## src/mlpg_pkg.sv

```systemverilog
// ----------------------------------------------------------------------------
// mlpg_pkg
// Shared types for the midpoint line point generator: the command word
// from the controller to the datapath and the status word back.
// ----------------------------------------------------------------------------
`default_nettype none

package mlpg_pkg;

	typedef struct packed {
		logic load;     // capture and mirror the endpoints
		logic setup;    // form deltas, decision and step increments
		logic advance;  // take one walk step
	} mlpg_cmd_t;

	typedef struct packed {
		logic last;     // current point ends the segment
		logic cut;      // current point ends it at the point limit
	} mlpg_status_t;

endpackage

`default_nettype wire

```

## src/mlpg_ctrl.sv

```systemverilog
// ----------------------------------------------------------------------------
// mlpg_ctrl
// Sequencer for the line walk: takes a segment word, runs a setup step,
// then presents one point word per cycle while m_tready is high until the last one is taken.
// ----------------------------------------------------------------------------
`default_nettype none

module mlpg_ctrl
	import mlpg_pkg::*;
(
	input  wire logic         clk,
	input  wire logic         arst_n,
	input  wire logic         s_tvalid,
	output logic              s_tready,
	output logic              m_tvalid,
	input  wire logic         m_tready,
	input  wire mlpg_status_t status,
	output mlpg_cmd_t         cmd
);

	localparam logic [1:0] ST_IDLE  = 2'd0;
	localparam logic [1:0] ST_SETUP = 2'd1;
	localparam logic [1:0] ST_WALK  = 2'd2;

	logic [1:0] state_q;
	logic [1:0] state_d;

	always_comb begin
		state_d     = state_q;
		s_tready    = 1'b0;
		m_tvalid    = 1'b0;
		cmd.load    = 1'b0;
		cmd.setup   = 1'b0;
		cmd.advance = 1'b0;
		case (state_q)
			ST_IDLE: begin
				s_tready = 1'b1;
				if (s_tvalid) begin
					cmd.load = 1'b1;
					state_d  = ST_SETUP;
				end
			end
			ST_SETUP: begin
				cmd.setup = 1'b1;
				state_d   = ST_WALK;
			end
			ST_WALK: begin
				m_tvalid = 1'b1;
				if (m_tready) begin
					if (status.last) begin
						state_d = ST_IDLE;
					end else begin
						cmd.advance = 1'b1;
					end
				end
			end
			default: begin
				state_d = ST_IDLE;
			end
		endcase
	end

	always_ff @(posedge clk or negedge arst_n) begin
		if (!arst_n) begin
			state_q <= ST_IDLE;
		end else begin
			state_q <= state_d;
		end
	end

`ifndef SYNTH
	a_cmd_onehot: assert property (@(posedge clk) disable iff (!arst_n)
		$onehot0({cmd.load, cmd.setup, cmd.advance}))
		else $error("more than one datapath command at once");

	a_load_then_setup: assert property (@(posedge clk) disable iff (!arst_n)
		cmd.load |=> cmd.setup && !m_tvalid)
		else $error("setup cycle missing after segment load");
`endif

endmodule

`default_nettype wire

```

## src/mlpg_datapath.sv

```systemverilog
// ----------------------------------------------------------------------------
// mlpg_datapath
// Walk registers for the midpoint line: mirrored position, end coordinate,
// decision variable, step increments and point counter.
// ----------------------------------------------------------------------------
`default_nettype none

module mlpg_datapath
	import mlpg_pkg::*;
#(
	parameter int COORD_WIDTH = 12,
	parameter int MAX_POINTS  = 64
) (
	input  wire logic                          clk,
	input  wire logic                          arst_n,
	input  wire mlpg_cmd_t                     cmd,
	input  wire logic signed [COORD_WIDTH-1:0] start_x,
	input  wire logic signed [COORD_WIDTH-1:0] start_y,
	input  wire logic signed [COORD_WIDTH-1:0] end_x,
	input  wire logic signed [COORD_WIDTH-1:0] end_y,
	output logic signed [COORD_WIDTH-1:0]      point_x,
	output logic signed [COORD_WIDTH-1:0]      point_y,
	output mlpg_status_t                       status
);

	localparam int WW = COORD_WIDTH + 1;
	localparam int DW = COORD_WIDTH + 2;
	localparam int CW = (MAX_POINTS > 1) ? $clog2(MAX_POINTS) : 1;
	localparam logic [CW-1:0] CNT_LAST = CW'(MAX_POINTS - 1);

	logic signed [WW-1:0] sx, sy, ex, ey;
	logic                 mir_x, mir_y;
	logic signed [WW-1:0] walk_x_q, walk_y_q, end_x_q, end_y_q, walk_end_q;
	logic signed [DW-1:0] decision_q, step_straight_q, step_diagonal_q;
	logic [1:0]           mirror_q;
	logic                 x_major_q;
	logic [CW-1:0]        cnt_q;

	logic signed [WW-1:0] dx, dy, major, out_x, out_y;
	logic signed [DW-1:0] dxe, dye;
	logic                 x_major;
	logic                 at_end;
	logic                 dec_le0;

	assign sx    = {start_x[COORD_WIDTH-1], start_x};
	assign sy    = {start_y[COORD_WIDTH-1], start_y};
	assign ex    = {end_x[COORD_WIDTH-1], end_x};
	assign ey    = {end_y[COORD_WIDTH-1], end_y};
	assign mir_x = start_x > end_x;
	assign mir_y = start_y > end_y;

	assign dx      = end_x_q - walk_x_q;
	assign dy      = end_y_q - walk_y_q;
	assign dxe     = {dx[WW-1], dx};
	assign dye     = {dy[WW-1], dy};
	assign x_major = dx >= dy;

	assign major   = x_major_q ? walk_x_q : walk_y_q;
	assign at_end  = major >= walk_end_q;
	assign dec_le0 = decision_q[DW-1] || (decision_q == '0);

	assign status.last = at_end || (cnt_q == CNT_LAST);
	assign status.cut  = !at_end && (cnt_q == CNT_LAST);

	assign out_x   = mirror_q[0] ? -walk_x_q : walk_x_q;
	assign out_y   = mirror_q[1] ? -walk_y_q : walk_y_q;
	assign point_x = out_x[COORD_WIDTH-1:0];
	assign point_y = out_y[COORD_WIDTH-1:0];

	always_ff @(posedge clk or negedge arst_n) begin
		if (!arst_n) begin
			walk_x_q        <= '0;
			walk_y_q        <= '0;
			end_x_q         <= '0;
			end_y_q         <= '0;
			walk_end_q      <= '0;
			decision_q      <= '0;
			step_straight_q <= '0;
			step_diagonal_q <= '0;
			mirror_q        <= '0;
			x_major_q       <= 1'b0;
			cnt_q           <= '0;
		end else if (cmd.load) begin
			walk_x_q <= mir_x ? -sx : sx;
			walk_y_q <= mir_y ? -sy : sy;
			end_x_q  <= mir_x ? -ex : ex;
			end_y_q  <= mir_y ? -ey : ey;
			mirror_q <= {mir_y, mir_x};
		end else if (cmd.setup) begin
			x_major_q <= x_major;
			cnt_q     <= '0;
			if (x_major) begin
				decision_q      <= (dye <<< 1) - dxe;
				step_straight_q <= dye <<< 1;
				step_diagonal_q <= (dye - dxe) <<< 1;
				walk_end_q      <= end_x_q;
			end else begin
				decision_q      <= (dxe <<< 1) - dye;
				step_straight_q <= dxe <<< 1;
				step_diagonal_q <= (dxe - dye) <<< 1;
				walk_end_q      <= end_y_q;
			end
		end else if (cmd.advance) begin
			cnt_q <= cnt_q + CW'(1);
			if (dec_le0) begin
				decision_q <= decision_q + step_straight_q;
				if (x_major_q) begin
					walk_x_q <= walk_x_q + WW'(1);
				end else begin
					walk_y_q <= walk_y_q + WW'(1);
				end
			end else begin
				decision_q <= decision_q + step_diagonal_q;
				walk_x_q   <= walk_x_q + WW'(1);
				walk_y_q   <= walk_y_q + WW'(1);
			end
		end
	end

`ifndef SYNTH
	a_setup_clears_count: assert property (@(posedge clk) disable iff (!arst_n)
		cmd.setup |=> cnt_q == '0)
		else $error("point count not cleared at setup");

	a_advance_counts: assert property (@(posedge clk) disable iff (!arst_n)
		cmd.advance |=> cnt_q == $past(cnt_q) + CW'(1))
		else $error("point count did not advance with the walk");

	a_major_steps: assert property (@(posedge clk) disable iff (!arst_n)
		cmd.advance |=> (major == $past(major) + WW'(1)))
		else $error("major axis did not step by one");
`endif

endmodule

`default_nettype wire

```

## src/midpoint_line_point_generator.sv

```systemverilog
// ----------------------------------------------------------------------------
// midpoint_line_point_generator
// Walks a line segment between two signed pixel endpoints with the midpoint
// decision variable; streams every pixel, ends included, up to MAX_POINTS.
// ----------------------------------------------------------------------------
//  channel | dir | tdata (low bit up)                 | tlast      | tuser
//  s_*     | in  | start_x, start_y, end_x, end_y     | -          | -
//  m_*     | out | point_x, point_y                   | last_point | truncated
//
//  A segment word is taken only while no walk is running. A setup step
//  follows, then one point word per cycle while m_tready is high, with the
//  point count capped at MAX_POINTS, paced by the single walk step register set.
//  A stalled m_tready holds the current point and the walk.
//  arst_n returns the block to idle; a walk in progress is dropped.
// ----------------------------------------------------------------------------
`default_nettype none

module midpoint_line_point_generator
	import mlpg_pkg::*;
#(
	parameter int COORD_WIDTH = 12,
	parameter int MAX_POINTS  = 64
) (
	input  wire logic                                   clk,
	input  wire logic                                   arst_n,
	input  wire logic                                   s_tvalid,
	output logic                                        s_tready,
	// start_x, start_y, end_x, end_y, zero fill
	input  wire logic [((4*COORD_WIDTH+7)/8)*8-1:0]     s_tdata,
	output logic                                        m_tvalid,
	input  wire logic                                   m_tready,
	// point_x, point_y, zero fill
	output logic [((2*COORD_WIDTH+7)/8)*8-1:0]          m_tdata,
	output logic                                        m_tlast,
	// truncated
	output logic                                        m_tuser
);

	localparam int OUT_W = ((2*COORD_WIDTH+7)/8)*8;

	mlpg_cmd_t                      cmd;
	mlpg_status_t                   status;
	logic signed [COORD_WIDTH-1:0]  point_x;
	logic signed [COORD_WIDTH-1:0]  point_y;

	mlpg_ctrl u_ctrl (
		.clk      (clk),
		.arst_n   (arst_n),
		.s_tvalid (s_tvalid),
		.s_tready (s_tready),
		.m_tvalid (m_tvalid),
		.m_tready (m_tready),
		.status   (status),
		.cmd      (cmd)
	);

	mlpg_datapath #(
		.COORD_WIDTH (COORD_WIDTH),
		.MAX_POINTS  (MAX_POINTS)
	) u_datapath (
		.clk     (clk),
		.arst_n  (arst_n),
		.cmd     (cmd),
		.start_x (s_tdata[COORD_WIDTH-1:0]),
		.start_y (s_tdata[2*COORD_WIDTH-1:COORD_WIDTH]),
		.end_x   (s_tdata[3*COORD_WIDTH-1:2*COORD_WIDTH]),
		.end_y   (s_tdata[4*COORD_WIDTH-1:3*COORD_WIDTH]),
		.point_x (point_x),
		.point_y (point_y),
		.status  (status)
	);

	assign m_tdata = OUT_W'({point_y, point_x});
	assign m_tlast = status.last;
	assign m_tuser = status.cut;

endmodule

`default_nettype wire

```

## config.mk

```make
export PLATFORM = sky130hd
export DESIGN_NAME = midpoint_line_point_generator
export DESIGN_NICKNAME = d
export VERILOG_FILES = /design/src/mlpg_pkg.sv /design/src/mlpg_ctrl.sv /design/src/mlpg_datapath.sv /design/src/midpoint_line_point_generator.sv
export SDC_FILE = /design/constraint.sdc
export NUM_CORES = 1
export LEC_CHECK = 0
export BUFFER_PORTS_ARGS = -buffer_cell sky130_fd_sc_hd__buf_2
export CAP_MARGIN = 5
export CORE_AREA = 2 2 143 179
export DETAILED_ROUTE_END_ITERATION = 16
export DIE_AREA = 0 0 145 181
export HOLD_SLACK_MARGIN = 0.15
export PLACE_DENSITY = 0.66
export SLEW_MARGIN = 20
export SYNTH_ARGS = -nofsm -noshare
export SYNTH_HDL_FRONTEND = slang
export SYNTH_SLANG_ARGS = --single-unit
```

## constraint.sdc

```tcl
create_clock -name clk -period 6.9 [get_ports clk]
set_input_delay 0.345 -clock clk [delete_from_list [all_inputs] [get_ports clk]]
set_output_delay 0.345 -clock clk [all_outputs]
set_load 0.05 [all_outputs]
```

==> metrics <==
crit path kind=register to register; Syn Std Cell Area=approximately 12000 um^2; placed instance area=12700 um^2; core area=roughly 24000 um^2; synth cell count leaders=nand2_1 (166), ha_1 (120), inv_1 (117); Die W=145 um; Rows=64; WP buf/inv=1; clock sinks=116; skew final=between 0.015 and 0.02 ns; vias in the first global route=approximately 11000; Gate Count Post-Synth=1508; most numerous cell in the Yosys netlist=nand2_1; via density per instance=5.92; Post-synth EDFFs=0; Total Routing Usage GR=26.6%; Post-Syn Nets=1687; Critical Path Start Type=register; yosys warns=0; CTS tree=built; worst skew pair latency=0.44 ns; full die area=26200 um^2; Top delay family on crit path=compound AO/OA/AOI/OAI gates; worst hold path type=primary input to register; CTS Root Cell=clkbuf_16; final setup violation count=0; Worst slew margin=between 20% and 30%; ys flop type=dfrtp_1; Crit path depth=17; Worst-Margin Slew=1.15 ns; CP endpoint kind=register; die boundary height=181 um; ys async rst share=100%; gpl congestion=between 1 and 1.5; detailed router's first-iteration violation count=about 900; Worst Hold Margin=0.193 ns; first element of the critical path=u_datapath.walk_y_q[0]; Final nets=1734; unrepaired setup endpoints after global routing=no; share of cells above drive strength 1=about an eighth; outcome=completed; fin crit share=77.0%; Critical Path Slowest Stage Cell=o311ai_4; CTS clk-pin slew, worst paths=0.07 ns; post-CTS setup buffers=0; DRC viols=0; H-tree lvl count=4; CTS max path bufs=2; CP max FO=31; drt first pass iters=5; final setup TNS=0 ns; first-pass GRT wire length=56600 um; largest net degree at the start of global routing=77; Worst Setup EP=u_datapath.decision_q[12]; Routed WL=34900 um; sequential area share after synthesis=a little under a quarter; crit path cell chain=ha_1, fa_1, nor2b_1, o31a_2, o2bb2ai_4, o311ai_4, ha_1, nand4_1, nor3_1, o21a_1, a311o_2, nand2_1, a31o_2, nor2_2, buf_4, mux2i_1, o221ai_1; Tmin final=5.32 ns; required time worst endpoint=between 7 and 8 ns; Crit Reg-Reg Endpoint=u_datapath.decision_q[12]; reg2reg path depth=17; diode count=0; detailed placement HPWL=about 27000 um; worst path arrival time=between 5 and 6 ns; top-area cell type share of the netlist area=between 20% and 30%; Avg Inst Size Synth=8.03 um^2; #FFs+latches synth=116; post-route cell area=13400 um^2; initial cell density of the core=approximately half; port bufs=a little under 80; CP most frequent cell=ha_1; RR Startpoint=u_datapath.walk_y_q[0]; Slew Limit Fails=0; area grow syn2layout=10.5%; mean routed wirelength per cell=18.4 um; top post-synthesis cells by area=dfrtp_1 (24%), ha_1 (12%), xnor2_1 (7.5%), nand2_1 (5.1%), o21ai_0 (4.7%); initial antenna violation count=0; number of buffers created by CTS=17; area leader, netlist=dfrtp_1; Netlist cell types=just over 90; maxcap violations=0; # IOs=80; Crit path largest cell delay=between 0.5 and 0.6 ns; routed via count=11200; Post-DRT Antenna Nets=0; GR Overflow Total=0; Reg2Reg Setup Slack=1.58 ns; fmax=188 MHz; Fin. Hold Viols=0
-- final cells by class --
type	instances	area, um^2
clock inverter	14	179
tap	330	413
fill	2322	11000
clock buffer	18	429
sequential	116	2900
inverter	120	454
timing repair buffer	95	523
multi-input combinational	1205	8480
-- how the worst min path moves through the flow --
stage	startpoint	endpoint	slack (ns)	cells past startpoint
floorplan	arst_n	u_ctrl.state_q[0]	0.05	0
global placement	arst_n	u_datapath.walk_y_q[3]	0.42	1
detailed placement	arst_n	u_datapath.walk_y_q[3]	0.42	1
CTS	s_tdata[12]	u_datapath.walk_y_q[0]	0.19	3
global route	s_tdata[12]	u_datapath.walk_y_q[0]	0.22	3
finish	s_tdata[12]	u_datapath.walk_y_q[0]	0.19	3
-- repair_timing --
item                      in CTS  in global routing
resized for setup              0                  0
hold endpoints to repair      51                  0
hold buffers                   2                  0
-- registers in the layout, indices dropped and copies added (netlist names) --
register,count
u_datapath.walk_x_q,13
u_datapath.walk_end_q,13
u_datapath.cnt_q,6
u_datapath.mirror_q,2
u_ctrl.state_q,2
u_datapath.x_major_q,1
u_datapath.step_diagonal_q,13
u_datapath.walk_y_q,13
u_datapath.end_x_q,13
u_datapath.step_straight_q,13
u_datapath.end_y_q,13
u_datapath.decision_q,14
-- stage by stage --
stage               worst slack, ns  cells  util, %
global route                   1.19   1898     54.8
global placement               1.77   1864     52.2
detailed placement             1.70   1864     52.2
floorplan                      2.42   1508        -
CTS                            1.67   1898     54.8
finish                         1.58   1898     54.8
-- routing by layer --
metal | up-vias | routed length (um) | global-route usage [%]
met4 | 0 | 958 | 9.94
li1 | 5460 | - | -
met3 | 57 | 1380 | 3.28
met2 | 332 | 18000 | 49.3
met5 | - | 0 | 0
met1 | 5387 | 14600 | 31.5
-- worst min-delay path, stage by stage --
cell,delay (ns)
buf_2,0.10
nand2_1,0.07
o21ai_0,0.08
-- placed cells by master (no fill, tap or decap), types with 17 or more instances in the layout --
cell,n
xnor2_1,103
nand4_1,23
mux2i_1,25
nor2_1,108
nor3_1,45
or3_1,20
a21oi_1,70
mux2_2,26
xor2_1,18
dfrtp_1,116
o21ai_0,113
clkbuf_16,17
nor2b_1,25
nand3_1,48
o21a_1,25
a31oi_1,35
nand2_1,165
ha_1,120
a21o_1,22
a211oi_1,21
buf_2,78
inv_1,117
-- cells by family after synthesis --
kind of cell             share of synthesized area (%)
AND/OR/NAND/NOR                                   18.9
adder cells (fa/ha/maj)                           14.2
buffers and inverters                             6.13
multiplexers                                      4.58
AO/OA/AOI/OAI                                     22.3
flip-flops                                        24.0
XOR/XNOR                                          9.93
Power is left out: the tool's default activity adds up to more than one toggle a clock period on the data nets, which glitch-free logic cannot reach.
